==> src/rtl/qra_pkg.sv <==
// Shared types, constants and term tables for the quaternion rotation accumulator.
`default_nettype none

package qra_pkg;

    // Word format: signed Q2.30
    localparam int W           = 32;
    localparam int F           = W - 2;
    localparam int PERIOD_BITS = 10;
    localparam logic [PERIOD_BITS-1:0] PERIOD_RESET = 10'd100;

    // Accumulator for sums of rounded products (up to four, times two)
    localparam int ACC_BITS  = W + 8;
    // Raw product and rounded product widths
    localparam int PROD_BITS = 2 * W;
    localparam int RP_BITS   = 2 * W - F + 1;
    // Sum of four squares, square root, long-division numerator, partial remainder
    localparam int SUM_BITS  = 2 * W + 2;
    localparam int ROOT_BITS = W + 1;
    localparam int NUM_BITS  = W + F;
    localparam int REM_BITS  = W + 5;
    localparam int ITER_BITS = $clog2(NUM_BITS + 1);

    localparam logic signed [W-1:0] ONE_WORD = {2'b01, {F{1'b0}}};
    localparam logic signed [ACC_BITS-1:0] ONE_ACC =
        {{(ACC_BITS - F - 1){1'b0}}, 1'b1, {F{1'b0}}};

    // Action codes
    localparam logic [2:0] ACT_CLEAR    = 3'd0;
    localparam logic [2:0] ACT_LOAD     = 3'd1;
    localparam logic [2:0] ACT_ACCUM    = 3'd2;
    localparam logic [2:0] ACT_READ_MAT = 3'd3;
    localparam logic [2:0] ACT_READ_TR  = 3'd4;
    localparam logic [2:0] ACT_READ_Q   = 3'd5;

    // Component indexes
    localparam logic [1:0] IX = 2'd0;
    localparam logic [1:0] IY = 2'd1;
    localparam logic [1:0] IZ = 2'd2;
    localparam logic [1:0] IW = 2'd3;

    localparam logic [3:0] LAST_ENTRY = 4'd15;
    localparam logic [1:0] LAST_COMP  = 2'd3;

    typedef enum logic [3:0] {
        ST_IDLE,
        ST_PMUL,
        ST_PWB,
        ST_SQ,
        ST_SQRT,
        ST_DIV,
        ST_ENTRY,
        ST_EMIT,
        ST_QEMIT
    } state_t;

    typedef enum logic [1:0] {
        COEF_ZERO,
        COEF_PLUS,
        COEF_MINUS
    } coef_t;

    // One term of the Hamilton product: operand a/b from given (g) or stored
    typedef struct packed {
        logic       g_a;
        logic [1:0] a;
        logic       g_b;
        logic [1:0] b;
        logic       sub;
    } pterm_t;

    // One rotation matrix entry: base plus two scaled products of stored components
    typedef struct packed {
        logic       one;
        logic [1:0] a1;
        logic [1:0] b1;
        coef_t      c1;
        logic [1:0] a2;
        logic [1:0] b2;
        coef_t      c2;
    } eterm_t;

    // Control into the divide and square root unit
    typedef struct packed {
        logic start_sqrt;
        logic start_div;
        logic neg;
    } ds_ctrl_t;

    // Status out of the divide and square root unit
    typedef struct packed {
        logic busy;
        logic done;
    } ds_stat_t;

    // Terms of given*stored, four per result component
    function automatic pterm_t pmul_term(input logic [3:0] k);
        pterm_t t;
        unique case (k)
            4'd0:  t = '{1'b0, IX, 1'b1, IW, 1'b0};
            4'd1:  t = '{1'b1, IX, 1'b0, IW, 1'b0};
            4'd2:  t = '{1'b1, IY, 1'b0, IZ, 1'b0};
            4'd3:  t = '{1'b1, IZ, 1'b0, IY, 1'b1};
            4'd4:  t = '{1'b0, IY, 1'b1, IW, 1'b0};
            4'd5:  t = '{1'b1, IY, 1'b0, IW, 1'b0};
            4'd6:  t = '{1'b1, IZ, 1'b0, IX, 1'b0};
            4'd7:  t = '{1'b1, IX, 1'b0, IZ, 1'b1};
            4'd8:  t = '{1'b0, IZ, 1'b1, IW, 1'b0};
            4'd9:  t = '{1'b1, IZ, 1'b0, IW, 1'b0};
            4'd10: t = '{1'b1, IX, 1'b0, IY, 1'b0};
            4'd11: t = '{1'b1, IY, 1'b0, IX, 1'b1};
            4'd12: t = '{1'b1, IW, 1'b0, IW, 1'b0};
            4'd13: t = '{1'b1, IX, 1'b0, IX, 1'b1};
            4'd14: t = '{1'b1, IY, 1'b0, IY, 1'b1};
            default: t = '{1'b1, IZ, 1'b0, IZ, 1'b1};
        endcase
        return t;
    endfunction

    // Row-major rotation matrix entries
    function automatic eterm_t entry_term(input logic [3:0] i);
        eterm_t t;
        unique case (i)
            4'd0:  t = '{1'b1, IY, IY, COEF_MINUS, IZ, IZ, COEF_MINUS};
            4'd1:  t = '{1'b0, IX, IY, COEF_PLUS,  IZ, IW, COEF_PLUS};
            4'd2:  t = '{1'b0, IZ, IX, COEF_PLUS,  IY, IW, COEF_MINUS};
            4'd4:  t = '{1'b0, IX, IY, COEF_PLUS,  IZ, IW, COEF_MINUS};
            4'd5:  t = '{1'b1, IZ, IZ, COEF_MINUS, IX, IX, COEF_MINUS};
            4'd6:  t = '{1'b0, IY, IZ, COEF_PLUS,  IX, IW, COEF_PLUS};
            4'd8:  t = '{1'b0, IZ, IX, COEF_PLUS,  IY, IW, COEF_PLUS};
            4'd9:  t = '{1'b0, IY, IZ, COEF_PLUS,  IX, IW, COEF_MINUS};
            4'd10: t = '{1'b1, IY, IY, COEF_MINUS, IX, IX, COEF_MINUS};
            4'd15: t = '{1'b1, IX, IX, COEF_ZERO,  IX, IX, COEF_ZERO};
            default: t = '{1'b0, IX, IX, COEF_ZERO, IX, IX, COEF_ZERO};
        endcase
        return t;
    endfunction

    // Clamp an accumulator value to the word range
    function automatic logic signed [W-1:0] sat_word(input logic signed [ACC_BITS-1:0] v);
        logic [ACC_BITS-W:0] top;
        logic signed [W-1:0] r;
        top = v[ACC_BITS-1:W-1];
        if (&top || ~|top)
            r = v[W-1:0];
        else if (v[ACC_BITS-1])
            r = {1'b1, {(W-1){1'b0}}};
        else
            r = {1'b0, {(W-1){1'b1}}};
        return r;
    endfunction

    // Scale a rounded product by the entry coefficient
    function automatic logic signed [ACC_BITS-1:0] coef_term(
        input coef_t                       c,
        input logic signed [ACC_BITS-1:0] p
    );
        logic signed [ACC_BITS-1:0] r;
        unique case (c)
            COEF_PLUS:  r = p <<< 1;
            COEF_MINUS: r = -(p <<< 1);
            default:    r = '0;
        endcase
        return r;
    endfunction

endpackage

`default_nettype wire

==> src/rtl/qra_mul.sv <==
// Shared sign-magnitude multiplier with a registered product.
`default_nettype none

module qra_mul
    import qra_pkg::*;
(
    input  wire logic                  clk,
    input  wire logic signed [W-1:0]   a,
    input  wire logic signed [W-1:0]   b,
    output logic         [PROD_BITS-1:0] prod,
    output logic                       neg
);

    logic [W-1:0] a_mag;
    logic [W-1:0] b_mag;

    // Take magnitudes; the most negative word maps to its unsigned magnitude
    assign a_mag = a[W-1] ? W'(-a) : W'(a);
    assign b_mag = b[W-1] ? W'(-b) : W'(b);

    // Register magnitude product and sign
    always_ff @(posedge clk)
    begin
        prod <= PROD_BITS'(a_mag) * PROD_BITS'(b_mag);
        neg  <= a[W-1] ^ b[W-1];
    end

endmodule

`default_nettype wire

==> config.mk <==
export PLATFORM = sky130hd
export DESIGN_NAME = qra_mul
export DESIGN_NICKNAME = d
export VERILOG_FILES = /design/src/rtl/qra_pkg.sv /design/src/rtl/qra_mul.sv
export SDC_FILE = /design/constraint.sdc
export NUM_CORES = 2
export LEC_CHECK = 0
export ABC_AREA = 1
export BUFFER_PORTS_ARGS = -buffer_cell sky130_fd_sc_hd__buf_2
export CORE_ASPECT_RATIO = 0.9
export CORE_MARGIN = 5
export CORE_UTILIZATION = 40
export CTS_CLUSTER_SIZE = 8
export DETAILED_ROUTE_END_ITERATION = 10
export PLACE_DENSITY = 0.59
export SYNTH_ARGS = -nofsm -noshare
export SYNTH_HDL_FRONTEND = slang
export SYNTH_SLANG_ARGS = --single-unit
==> constraint.sdc <==
create_clock -name clk -period 6.74 [get_ports clk]
set_input_delay 0 -clock clk [delete_from_list [all_inputs] [get_ports clk]]
set_output_delay 0 -clock clk [all_outputs]
set_load 0.01 [all_outputs]
==> results by group <==
Cells and area
  • Commonest non-fill, non-tap cell in the layout: inv_1
  • Layout area overhead: 33.0%
  • Layout Nets: 6970
  • Fraction of layout cells with a size suffix above 1: 32.0%
  • Fin cells: 7003
  • Cell area after layout: 50800 um^2
  • Commonest non-fill, non-tap cells in the layout: inv_1, nand2_1, fa_1, buf_4, nor2_1

Worst setup path
  • Critical path peak fanout: 7
  • Crit end category: register
  • Critical path launch point type: input port
  • Kind of critical path: in2reg
  • Critical Path RT: 6980 ps
  • Critical Path AT: 7280 ps
  • Max stage delay on crit path: 620 ps
  • Critical path's slowest cell: fa_2

Placed design
  • Placed Cells: 6866
  • Placed standard-cell area: 45900 um^2
  • Post-placement worst setup slack: -1150 ps
  • DP Wirelength: 124000 um
  • Routability cong.: 0.980
  • Port bufs: 129

Synth
  • Synth Area in Compound Gates: 1.33%
  • Netlist cell types: 45
  • Post-synth EDFFs: 0
  • Mapped Area: 38200 um^2
  • Simple-gate area share of the yosys netlist: 22.6%
  • Seq cells post-synth: 65
  • Commonest register cell after synthesis: dfxtp_1
  • Top cell type by total area after synthesis: fa_1
  • Xor-xnor portion of the synthesized cell area: 1.63%
  • Seq/Total Area, Yosys: 3.41%
  • Yosys warnings: 0
  • Mux cell area share after synthesis: 0%
  • Fraction of registers with async set/reset: 0%
  • Syn Area/Cell: 7.70 um^2
  • Adder-cell area share of the yosys netlist: 55.7%
  • Cells after Synth: 4959
  • Largest family of logic cells by synthesized area: adder cells
  • Top cells by area, synth: fa_1, inv_1, nand2_1
  • Top-area cell type share of the netlist area: 47.0%
  • Synthesized Nets: 6185

Drt
  • Vias post-DR: 34787
  • Antenna Violating Nets Remaining: 0
  • DR vias/cell: 4.97
  • Wirelength per Cell: 20.7 um
  • DRC Markers: 0
  • First-pass DRT Iterations: 6
  • DRT iter0 DRCs: 2509
  • Wirelength, routed: 145000 um

Floorplanning
  • Rows: 107
  • Boundary Pins: 130
  • Initial Util: 40.3%
  • DIE AREA: 102000 um^2
  • Chip height: 303 um
  • Core area: 94700 um^2
  • Chip Width: 336 um

Timing
  • Slack of the critical path: -299 ps
  • Period utilization: 104%
  • Unrepaired setup endpoints after global routing: yes
  • Slew of the pin with the lowest slew margin: 862 ps
  • Finish-stage setup viols: 44
  • Post-layout min period: 7040 ps
  • Max transition margin: 42.3%
  • Max-slew violations: 0
  • Post-Route Setup TNS: -7450 ps
  • FMAX: 142 MHz
  • Final Hold Fails: 0

Worst hold path
  • Hold Crit Class: in2reg

Clock network
  • CTS buffer count: 9
  • Clock sink total: 65
  • CTS H-Tree Depth: 3
  • Clock Tree Buf Depth: 2
  • CTS tree: done
  • Hold-fix buffers, CTS: 0
  • Root Driver: clkbuf_16
  • Clk slew on worst S/H paths: 70 ps

Global routing
  • GRT Residual Overflow: 0
  • First-pass GRT wire length: 222000 um
  • Initial antenna violation count: 4
  • Vias in the first global route: 36820
  • Pin count of the biggest net entering global routing: 25
  • Total track usage: 28.9%

Outcome
  • Status: finished, violations left
  • Failing checks: negative setup slack

Flow run
  • Max-Cap Viols: 0
-- routing by layer --
metal	global-route usage, %	routed length (um)	share of wire [%]
met1	39.4	59900	41
met2	46.6	65900	46
met3	6.34	13400	9.2
met4	8.43	5520	3.8
met5	0	21	0.015
-- flip-flops by register name (all words and copies together), names as in the netlist --
name / cells
prod: 64
neg: 1
-- layout make-up --
type                       instances  area, um^2
fill                            8824       43900
multi-input combinational       3421       34400
timing repair buffer             929        8070
inverter                        1316        5110
tap                             1253        1570
sequential                        65        1300
clock buffer                       9         225
clock inverter                     7        60.1
timing repair inverter             2        16.3
antenna                            1        2.50
-- synth_stat cells, types with 8 or more instances --
cell type     n
inv_1      1271
nand2_1    1194
fa_1        896
nor2_1      615
ha_1        265
nand3_1     115
buf_2        93
nor2_2       72
dfxtp_1      65
a21oi_1      45
xor2_1       45
inv_2        36
nand4_1      34
clkbuf_1     33
nor3_1       24
nand2_2      22
o21ai_0      16
buf_4        15
buf_6        15
o21bai_1     11
nor2_4        9
nand3_2       8
-- critical path: cells and delay by family --
family	cells	cell delay, ps
XOR/XNOR	1	210
adder cells (fa/ha/maj)	10	4530
AO/OA/AOI/OAI	3	470
AND/OR/NAND/NOR	11	1040
buffers and inverters	11	990
-- timing repair --
| item | CTS | global route |
|---|---|---|
| pin swaps | 267 | 208 |
| buffers inserted | 76 | 47 |
| hold endpoints to repair | 0 | 0 |
| gates cloned | 2 | 3 |
| resized for setup | 549 | 450 |
| endpoints found under the setup margin | 47 | 50 |
-- cell families (layout without fill, tap and decap cells) --
logic type,Yosys count,count (layout)
AOI/OAI and AO/OA,89,89
xor gates and xnor gates,58,58
adders and majority gates,1161,1161
buffers and inverters,1474,2263
DFF,65,65
other,0,1
and+or+nand+nor,2112,2113
-- path summary, 6_finish.rpt --
path  from               end  slack, ps  cells past startpoint
max   b[0]  prod[48]$_DFF_P_       -300                     36
min   a[0]   prod[0]$_DFF_P_         90                      4
-- per-stage QoR --
stage	hold WS [ps]	util [%]
detailed placement	398	48.5
global placement	396	48.5
global route	70.3	53.6
finish	87.4	53.6
floorplan	97.6	-
CTS	66.6	51.6
Power is left out: the tool's default activity adds up to more than one toggle a clock period on the data nets, which glitch-free logic cannot reach.
