`config.mk`:
```
export PLATFORM = sky130hd
export DESIGN_NAME = qra_divsqrt
export DESIGN_NICKNAME = d
export VERILOG_FILES = /design/src/rtl/qra_pkg.sv /design/src/rtl/qra_divsqrt.sv
export SDC_FILE = /design/constraint.sdc
export NUM_CORES = 1
export LEC_CHECK = 0
export BUFFER_PORTS_ARGS = -buffer_cell sky130_fd_sc_hd__buf_2
export CAP_MARGIN = 20
export CELL_PAD_IN_SITES_DETAIL_PLACEMENT = 1
export CELL_PAD_IN_SITES_GLOBAL_PLACEMENT = 1
export CORE_ASPECT_RATIO = 1.1
export CORE_MARGIN = 2
export CORE_UTILIZATION = 40
export DETAILED_ROUTE_END_ITERATION = 16
export PLACE_DENSITY = 0.81
export SKIP_CTS_REPAIR_TIMING = 1
export SYNTH_ARGS = -nofsm -noshare
export SYNTH_HDL_FRONTEND = slang
export SYNTH_SLANG_ARGS = --single-unit
```
`constraint.sdc`:
```
create_clock -name clk -period 4.1 [get_ports clk]
set_clock_uncertainty 0.1 [all_clocks]
set_input_delay 0.82 -clock clk [delete_from_list [all_inputs] [get_ports clk]]
set_output_delay 0.82 -clock clk [all_outputs]
set_load 0.01 [all_outputs]
```
`src/rtl/qra_pkg.sv`:
```
// Shared types, constants and term tables for the quaternion rotation accumulator.
`default_nettype none

package qra_pkg;

    // Word format: signed Q2.30
    localparam int W           = 32;
    localparam int F           = W - 2;
    localparam int PERIOD_BITS = 10;
    localparam logic [PERIOD_BITS-1:0] PERIOD_RESET = 10'd100;

    // Accumulator for sums of rounded products (up to four, times two)
    localparam int ACC_BITS  = W + 8;
    // Raw product and rounded product widths
    localparam int PROD_BITS = 2 * W;
    localparam int RP_BITS   = 2 * W - F + 1;
    // Sum of four squares, square root, long-division numerator, partial remainder
    localparam int SUM_BITS  = 2 * W + 2;
    localparam int ROOT_BITS = W + 1;
    localparam int NUM_BITS  = W + F;
    localparam int REM_BITS  = W + 5;
    localparam int ITER_BITS = $clog2(NUM_BITS + 1);

    localparam logic signed [W-1:0] ONE_WORD = {2'b01, {F{1'b0}}};
    localparam logic signed [ACC_BITS-1:0] ONE_ACC =
        {{(ACC_BITS - F - 1){1'b0}}, 1'b1, {F{1'b0}}};

    // Action codes
    localparam logic [2:0] ACT_CLEAR    = 3'd0;
    localparam logic [2:0] ACT_LOAD     = 3'd1;
    localparam logic [2:0] ACT_ACCUM    = 3'd2;
    localparam logic [2:0] ACT_READ_MAT = 3'd3;
    localparam logic [2:0] ACT_READ_TR  = 3'd4;
    localparam logic [2:0] ACT_READ_Q   = 3'd5;

    // Component indexes
    localparam logic [1:0] IX = 2'd0;
    localparam logic [1:0] IY = 2'd1;
    localparam logic [1:0] IZ = 2'd2;
    localparam logic [1:0] IW = 2'd3;

    localparam logic [3:0] LAST_ENTRY = 4'd15;
    localparam logic [1:0] LAST_COMP  = 2'd3;

    typedef enum logic [3:0] {
        ST_IDLE,
        ST_PMUL,
        ST_PWB,
        ST_SQ,
        ST_SQRT,
        ST_DIV,
        ST_ENTRY,
        ST_EMIT,
        ST_QEMIT
    } state_t;

    typedef enum logic [1:0] {
        COEF_ZERO,
        COEF_PLUS,
        COEF_MINUS
    } coef_t;

    // One term of the Hamilton product: operand a/b from given (g) or stored
    typedef struct packed {
        logic       g_a;
        logic [1:0] a;
        logic       g_b;
        logic [1:0] b;
        logic       sub;
    } pterm_t;

    // One rotation matrix entry: base plus two scaled products of stored components
    typedef struct packed {
        logic       one;
        logic [1:0] a1;
        logic [1:0] b1;
        coef_t      c1;
        logic [1:0] a2;
        logic [1:0] b2;
        coef_t      c2;
    } eterm_t;

    // Control into the divide and square root unit
    typedef struct packed {
        logic start_sqrt;
        logic start_div;
        logic neg;
    } ds_ctrl_t;

    // Status out of the divide and square root unit
    typedef struct packed {
        logic busy;
        logic done;
    } ds_stat_t;

    // Terms of given*stored, four per result component
    function automatic pterm_t pmul_term(input logic [3:0] k);
        pterm_t t;
        unique case (k)
            4'd0:  t = '{1'b0, IX, 1'b1, IW, 1'b0};
            4'd1:  t = '{1'b1, IX, 1'b0, IW, 1'b0};
            4'd2:  t = '{1'b1, IY, 1'b0, IZ, 1'b0};
            4'd3:  t = '{1'b1, IZ, 1'b0, IY, 1'b1};
            4'd4:  t = '{1'b0, IY, 1'b1, IW, 1'b0};
            4'd5:  t = '{1'b1, IY, 1'b0, IW, 1'b0};
            4'd6:  t = '{1'b1, IZ, 1'b0, IX, 1'b0};
            4'd7:  t = '{1'b1, IX, 1'b0, IZ, 1'b1};
            4'd8:  t = '{1'b0, IZ, 1'b1, IW, 1'b0};
            4'd9:  t = '{1'b1, IZ, 1'b0, IW, 1'b0};
            4'd10: t = '{1'b1, IX, 1'b0, IY, 1'b0};
            4'd11: t = '{1'b1, IY, 1'b0, IX, 1'b1};
            4'd12: t = '{1'b1, IW, 1'b0, IW, 1'b0};
            4'd13: t = '{1'b1, IX, 1'b0, IX, 1'b1};
            4'd14: t = '{1'b1, IY, 1'b0, IY, 1'b1};
            default: t = '{1'b1, IZ, 1'b0, IZ, 1'b1};
        endcase
        return t;
    endfunction

    // Row-major rotation matrix entries
    function automatic eterm_t entry_term(input logic [3:0] i);
        eterm_t t;
        unique case (i)
            4'd0:  t = '{1'b1, IY, IY, COEF_MINUS, IZ, IZ, COEF_MINUS};
            4'd1:  t = '{1'b0, IX, IY, COEF_PLUS,  IZ, IW, COEF_PLUS};
            4'd2:  t = '{1'b0, IZ, IX, COEF_PLUS,  IY, IW, COEF_MINUS};
            4'd4:  t = '{1'b0, IX, IY, COEF_PLUS,  IZ, IW, COEF_MINUS};
            4'd5:  t = '{1'b1, IZ, IZ, COEF_MINUS, IX, IX, COEF_MINUS};
            4'd6:  t = '{1'b0, IY, IZ, COEF_PLUS,  IX, IW, COEF_PLUS};
            4'd8:  t = '{1'b0, IZ, IX, COEF_PLUS,  IY, IW, COEF_PLUS};
            4'd9:  t = '{1'b0, IY, IZ, COEF_PLUS,  IX, IW, COEF_MINUS};
            4'd10: t = '{1'b1, IY, IY, COEF_MINUS, IX, IX, COEF_MINUS};
            4'd15: t = '{1'b1, IX, IX, COEF_ZERO,  IX, IX, COEF_ZERO};
            default: t = '{1'b0, IX, IX, COEF_ZERO, IX, IX, COEF_ZERO};
        endcase
        return t;
    endfunction

    // Clamp an accumulator value to the word range
    function automatic logic signed [W-1:0] sat_word(input logic signed [ACC_BITS-1:0] v);
        logic [ACC_BITS-W:0] top;
        logic signed [W-1:0] r;
        top = v[ACC_BITS-1:W-1];
        if (&top || ~|top)
            r = v[W-1:0];
        else if (v[ACC_BITS-1])
            r = {1'b1, {(W-1){1'b0}}};
        else
            r = {1'b0, {(W-1){1'b1}}};
        return r;
    endfunction

    // Scale a rounded product by the entry coefficient
    function automatic logic signed [ACC_BITS-1:0] coef_term(
        input coef_t                       c,
        input logic signed [ACC_BITS-1:0] p
    );
        logic signed [ACC_BITS-1:0] r;
        unique case (c)
            COEF_PLUS:  r = p <<< 1;
            COEF_MINUS: r = -(p <<< 1);
            default:    r = '0;
        endcase
        return r;
    endfunction

endpackage

`default_nettype wire

```
`src/rtl/qra_divsqrt.sv`:
```
// Iterative square root and rounded divide sharing one compare and subtract.
`default_nettype none

module qra_divsqrt
    import qra_pkg::*;
(
    input  wire logic                  clk,
    input  wire logic                  rst_n,
    input  wire ds_ctrl_t              ctrl,
    input  wire logic [SUM_BITS-1:0]   radicand,
    input  wire logic [W-1:0]          numer_mag,
    input  wire logic [ROOT_BITS-1:0]  divisor,
    output ds_stat_t                   stat,
    output logic [ROOT_BITS-1:0]       root,
    output logic signed [W-1:0]        quotient
);

    logic                  busy_reg;
    logic                  done_reg;
    logic                  sqrt_reg;
    logic                  neg_reg;
    logic [ITER_BITS-1:0]  cnt_reg;
    logic [SUM_BITS-1:0]   src_reg;
    logic [REM_BITS-1:0]   rem_reg;
    logic [NUM_BITS-1:0]   q_reg;
    logic [ROOT_BITS-1:0]  div_reg;

    logic [REM_BITS-1:0]   rem_sh;
    logic [REM_BITS-1:0]   trial;
    logic                  ge;
    logic [NUM_BITS-1:0]   numer;
    logic [W-1:0]          q_cap;
    logic                  over;

    // Bring down two radicand bits or one numerator bit
    always_comb
    begin
        if (sqrt_reg)
        begin
            rem_sh = {rem_reg[REM_BITS-3:0], src_reg[SUM_BITS-1:SUM_BITS-2]};
            trial  = {q_reg[REM_BITS-3:0], 2'b01};
        end
        else
        begin
            rem_sh = {rem_reg[REM_BITS-2:0], src_reg[SUM_BITS-1]};
            trial  = REM_BITS'(div_reg);
        end
        ge = rem_sh >= trial;
    end

    // Numerator |c| * 2^F plus half the divisor for rounding
    assign numer = {numer_mag, {F{1'b0}}} + NUM_BITS'(divisor >> 1);

    // Control: busy and completion pulse
    always_ff @(posedge clk or negedge rst_n)
    begin
        if (!rst_n)
        begin
            busy_reg <= 1'b0;
            done_reg <= 1'b0;
            cnt_reg  <= '0;
        end
        else
        begin
            done_reg <= 1'b0;
            if (ctrl.start_sqrt)
            begin
                busy_reg <= 1'b1;
                cnt_reg  <= ITER_BITS'(ROOT_BITS);
            end
            else if (ctrl.start_div)
            begin
                busy_reg <= 1'b1;
                cnt_reg  <= ITER_BITS'(NUM_BITS);
            end
            else if (busy_reg)
            begin
                cnt_reg <= cnt_reg - 1'b1;
                if (cnt_reg == ITER_BITS'(1))
                begin
                    busy_reg <= 1'b0;
                    done_reg <= 1'b1;
                end
            end
        end
    end

    // Datapath: load operands, then one digit per cycle
    always_ff @(posedge clk)
    begin
        if (ctrl.start_sqrt)
        begin
            sqrt_reg <= 1'b1;
            src_reg  <= radicand;
            rem_reg  <= '0;
            q_reg    <= '0;
        end
        else if (ctrl.start_div)
        begin
            sqrt_reg <= 1'b0;
            neg_reg  <= ctrl.neg;
            div_reg  <= divisor;
            src_reg  <= {numer, {(SUM_BITS-NUM_BITS){1'b0}}};
            rem_reg  <= '0;
            q_reg    <= '0;
        end
        else if (busy_reg)
        begin
            rem_reg <= ge ? rem_sh - trial : rem_sh;
            q_reg   <= {q_reg[NUM_BITS-2:0], ge};
            src_reg <= sqrt_reg ? {src_reg[SUM_BITS-3:0], 2'b00}
                                : {src_reg[SUM_BITS-2:0], 1'b0};
        end
    end

    // Cap the quotient at 2^(W-1), then apply sign and clamp
    assign over  = (|q_reg[NUM_BITS-1:W]) || (q_reg[W-1] && (|q_reg[W-2:0]));
    assign q_cap = over ? {1'b1, {(W-1){1'b0}}} : q_reg[W-1:0];

    always_comb
    begin
        if (neg_reg)
            quotient = W'(-q_cap);
        else if (q_cap[W-1])
            quotient = {1'b0, {(W-1){1'b1}}};
        else
            quotient = q_cap;
    end

    assign root      = q_reg[ROOT_BITS-1:0];
    assign stat.busy = busy_reg;
    assign stat.done = done_reg;

endmodule

`default_nettype wire

```
==> summary.md <==
| Metric | Value |
|---|---|
| Clk sink count | `207` |
| Die Area | `roughly 36000 um^2` |
| RSZ-0062 raised after global routing | `true` |
| Post-synth EDFFs | `100` |
| Syn_area_per_cell | `~8.8 um^2` |
| Post-route clock period utilization | `117%` |
| Final WS setup | `-0.707 ns` |
| Slew Limit Fails | `0` |
| Chip width | `between 150 and 200 um` |
| CTS tree | `built` |
| Highest clock rate | `208 MHz` |
| Worst slew pin tran | `between 0.8 and 0.9 ns` |
| Power per cell area | `approximately 420 nW/um^2` |
| Synth Register Bits | `between 200 and 250` |
| Antenna Violating Nets Remaining | `0` |
| Dpl ws | `-0.105 ns` |
| TritonCTS buffer count | `25` |
| Largest family of logic cells by synthesized area | `compound AO/OA/AOI/OAI gates` |
| Syn nets | `approximately 1.7k` |
| Synth warn | `0` |
| I/O pins | `between 200 and 250` |
| Slew margin rel. | `approximately 45%` |
| Commonest non-fill, non-tap cells in the layout | `198 x buf_2, 172 x mux2i_1, 170 x nor2_1` |
| Root buf cell | `clkbuf_16` |
| RD Place Congestion | `0.863` |
| Congestion Overflow GR | `0` |
| Post-DR vias/cell | `about 5.6` |
| Layout cells sized above 1 | `between 20 and 25%` |
| Via count | `around 12k` |
| Final number of setup-violating endpoints | `30` |
| Max FFs per register | `66` |
| Area Overhead vs Synth | `20.7%` |
| CP Max Fanout | `3` |
| Largest net degree at the start of global routing | `73` |
| Nets | `approximately 1.9k` |
| Commonest non-fill, non-tap cell in the layout | `buf_2` |
| CTS max path bufs | `3` |
| Status | `finished, violations left` |
| Crit Path Category | `reg2out` |
| Die height | `between 150 and 200 um` |
| # rows | `71` |
| Synth Area in Compound Gates | `16.8%` |
| Routed WL | `44400 um` |
| Peak supply drop | `0.327 mV` |
| Sequential area share after synthesis | `about 38%` |
| Max-cap check violation count | `0` |
| TritonRoute pass-1 iters | `5` |
| Gr usage total | `between 20% and 30%` |
| Total power draw | `between 6 and 7 mW` |
| DPL Wire Length | `about 32000 um` |
| First-pass GRT wire length | `67900 um` |
| Vias in the first global route | `roughly 13k` |
| Core footprint | `33900 um^2` |
| Lkg Pwr | `about 7.9 nW` |
| Initial antenna violation count | `10` |
| Avg WL per Cell | `just over 20 um` |
| Post-synth top flop | `edfxtp_1` |
| Initial core utilization | `40.4%` |
| CP arrival | `3.89 ns` |
| # DRC | `0` |
| Failing checks | `setup timing` |
| CP required | `3.18 ns` |
| Fill cells | `4024` |
| H-tree levels | `1` |
| Minimum clock period | `4.81 ns` |
| Skew-Pair Late Insertion Delay | `0.53 ns` |
| Synth cell types | `65` |
| Synth Area in Simple Gates | `between 10 and 15%` |
| Post-Synth Adder-Cell Area | `under 10%` |
| Synthesized cell area | `13700 um^2` |
| Synth async-reset ratio | `under 10%` |
| Synth Area in XOR/XNOR | `~5.2%` |
| CP startpoint kind | `flop` |
| IO buf count | `approximately 200` |
| Clock transition at path regs | `0.06 ns` |
| Cells after Synth | `about 1.6k` |
| Fin. Hold Viols | `0` |
| Starting DRT DRC Count | `around 610` |
| CP endpoint kind | `primary output` |
| Mux share of post-synthesis cell area | `15.8%` |
| Hold WC Path Type | `in2async` |
==> final cells by class <==
| type | count | area (um^2) | share of cell area, % |
|---|---|---|---|
| Multi-Input combinational cell | 1183 | 7960 | 48.2 |
| Sequential cell | 207 | 5190 | 31.4 |
| Timing Repair Buffer | 306 | 1930 | 11.7 |
| Clock buffer | 40 | 737 | 4.46 |
| Tap cell | 438 | 548 | 3.32 |
| Inverter | 24 | 90.1 | 0.545 |
| Clock inverter | 4 | 50.0 | 0.303 |
| Antenna cell | 4 | 10.0 | 0.0606 |
==> cell families after synthesis <==
logic type | count (synthesis)
flops | 207
compound gates | 396
mux | 211
buf+inv | 161
fa+ha+maj | 44
simple gates | 450
xor+xnor | 82
==> through the flow <==
stage               utilization (%)  hold WS, ns  instance area (um^2)  instances  TNS, ns
floorplan                         -        0.348                 13800       1551   -0.152
global placement               45.2        0.376                 15400       2143        0
detailed placement             45.2        0.385                 15400       2143   -0.628
CTS                            47.6       0.0234                 16100       2187   -11.27
global route                   48.7       0.0347                 16500       2205   -17.70
finish                         48.7       0.0333                 16500       2206   -15.00
==> layer usage <==
metal  vias to the layer above  part of all wire, %  GRT usage, %
met3                        94                  5.2          3.88
met1                      6084                   41          28.0
met5                         -                 0.11             0
li1                       5944                    -             -
met4                         8                  3.3          7.59
met2                       322                   51          42.7
==> power by group <==
part | leakage (nW) | switching (mW) | internal (mW)
logic | 5.56 | 1.34 | 1.02
clock network | 0.385 | 0.873 | 1.29
registers | 1.94 | 0.103 | 2.33
==> cell usage after synthesis (20+ instances only) <==
| library cell | number | area (um^2) |
|---|---|---|
| nand2_1 | 144 | 541 |
| edfxtp_1 | 100 | 3000 |
| buf_1 | 20 | 75.1 |
| o21ai_0 | 156 | 781 |
| a21o_1 | 20 | 150 |
| clkbuf_1 | 73 | 274 |
| mux2_2 | 39 | 439 |
| buf_4 | 38 | 285 |
| ha_1 | 42 | 526 |
| dfxtp_1 | 99 | 1980 |
| a21oi_1 | 129 | 646 |
| nand3_1 | 31 | 155 |
| mux2i_1 | 172 | 1720 |
| inv_1 | 24 | 90.1 |
| nor2_1 | 172 | 646 |
| xnor2_1 | 38 | 333 |
| xor2_1 | 44 | 385 |
==> critical path, stage by stage, from the launching register on <==
cell and delay (ns):
dfxtp_2 0.32, or4_4 0.55, nor4_4 0.24, nand4_1 0.22, or4_4 0.60, a21oi_4 0.22, nand2_2 0.12, ha_4 0.18
nand4_1 0.09, or3_4 0.15, or2_4 0.13, nor4_2 0.05, o31ai_2 0.22, a21oi_2 0.09, buf_2 0.17
==> path summary, 6_finish.rpt <==
| check | start | end | slack [ns] | depth (start not counted) |
|---|---|---|---|---|
| worst max-delay path | q_reg[19]$_SDFFE_PP0P_ | quotient[30] | -0.71 | 14 |
| worst min-delay path | rst_n | cnt_reg[3]$_DFFE_PN0P_ | 0.03 | 1 |
| worst max register to register | sqrt_reg$_SDFFE_PP1P_ | rem_reg[18]$_SDFFE_PP0P_ | 0.20 | 14 |
| worst min register to register | rem_reg[27]$_SDFFE_PP0P_ | rem_reg[27]$_SDFFE_PP0P_ | 0.40 | 2 |
| max in group asynchronous | rst_n | busy_reg$_DFF_PN0_ | 3.67 | 1 |
| min in group clk | ctrl[0] | neg_reg$_DFFE_PP_ | 0.36 | 1 |
Power figures use the tool's default switching activity.
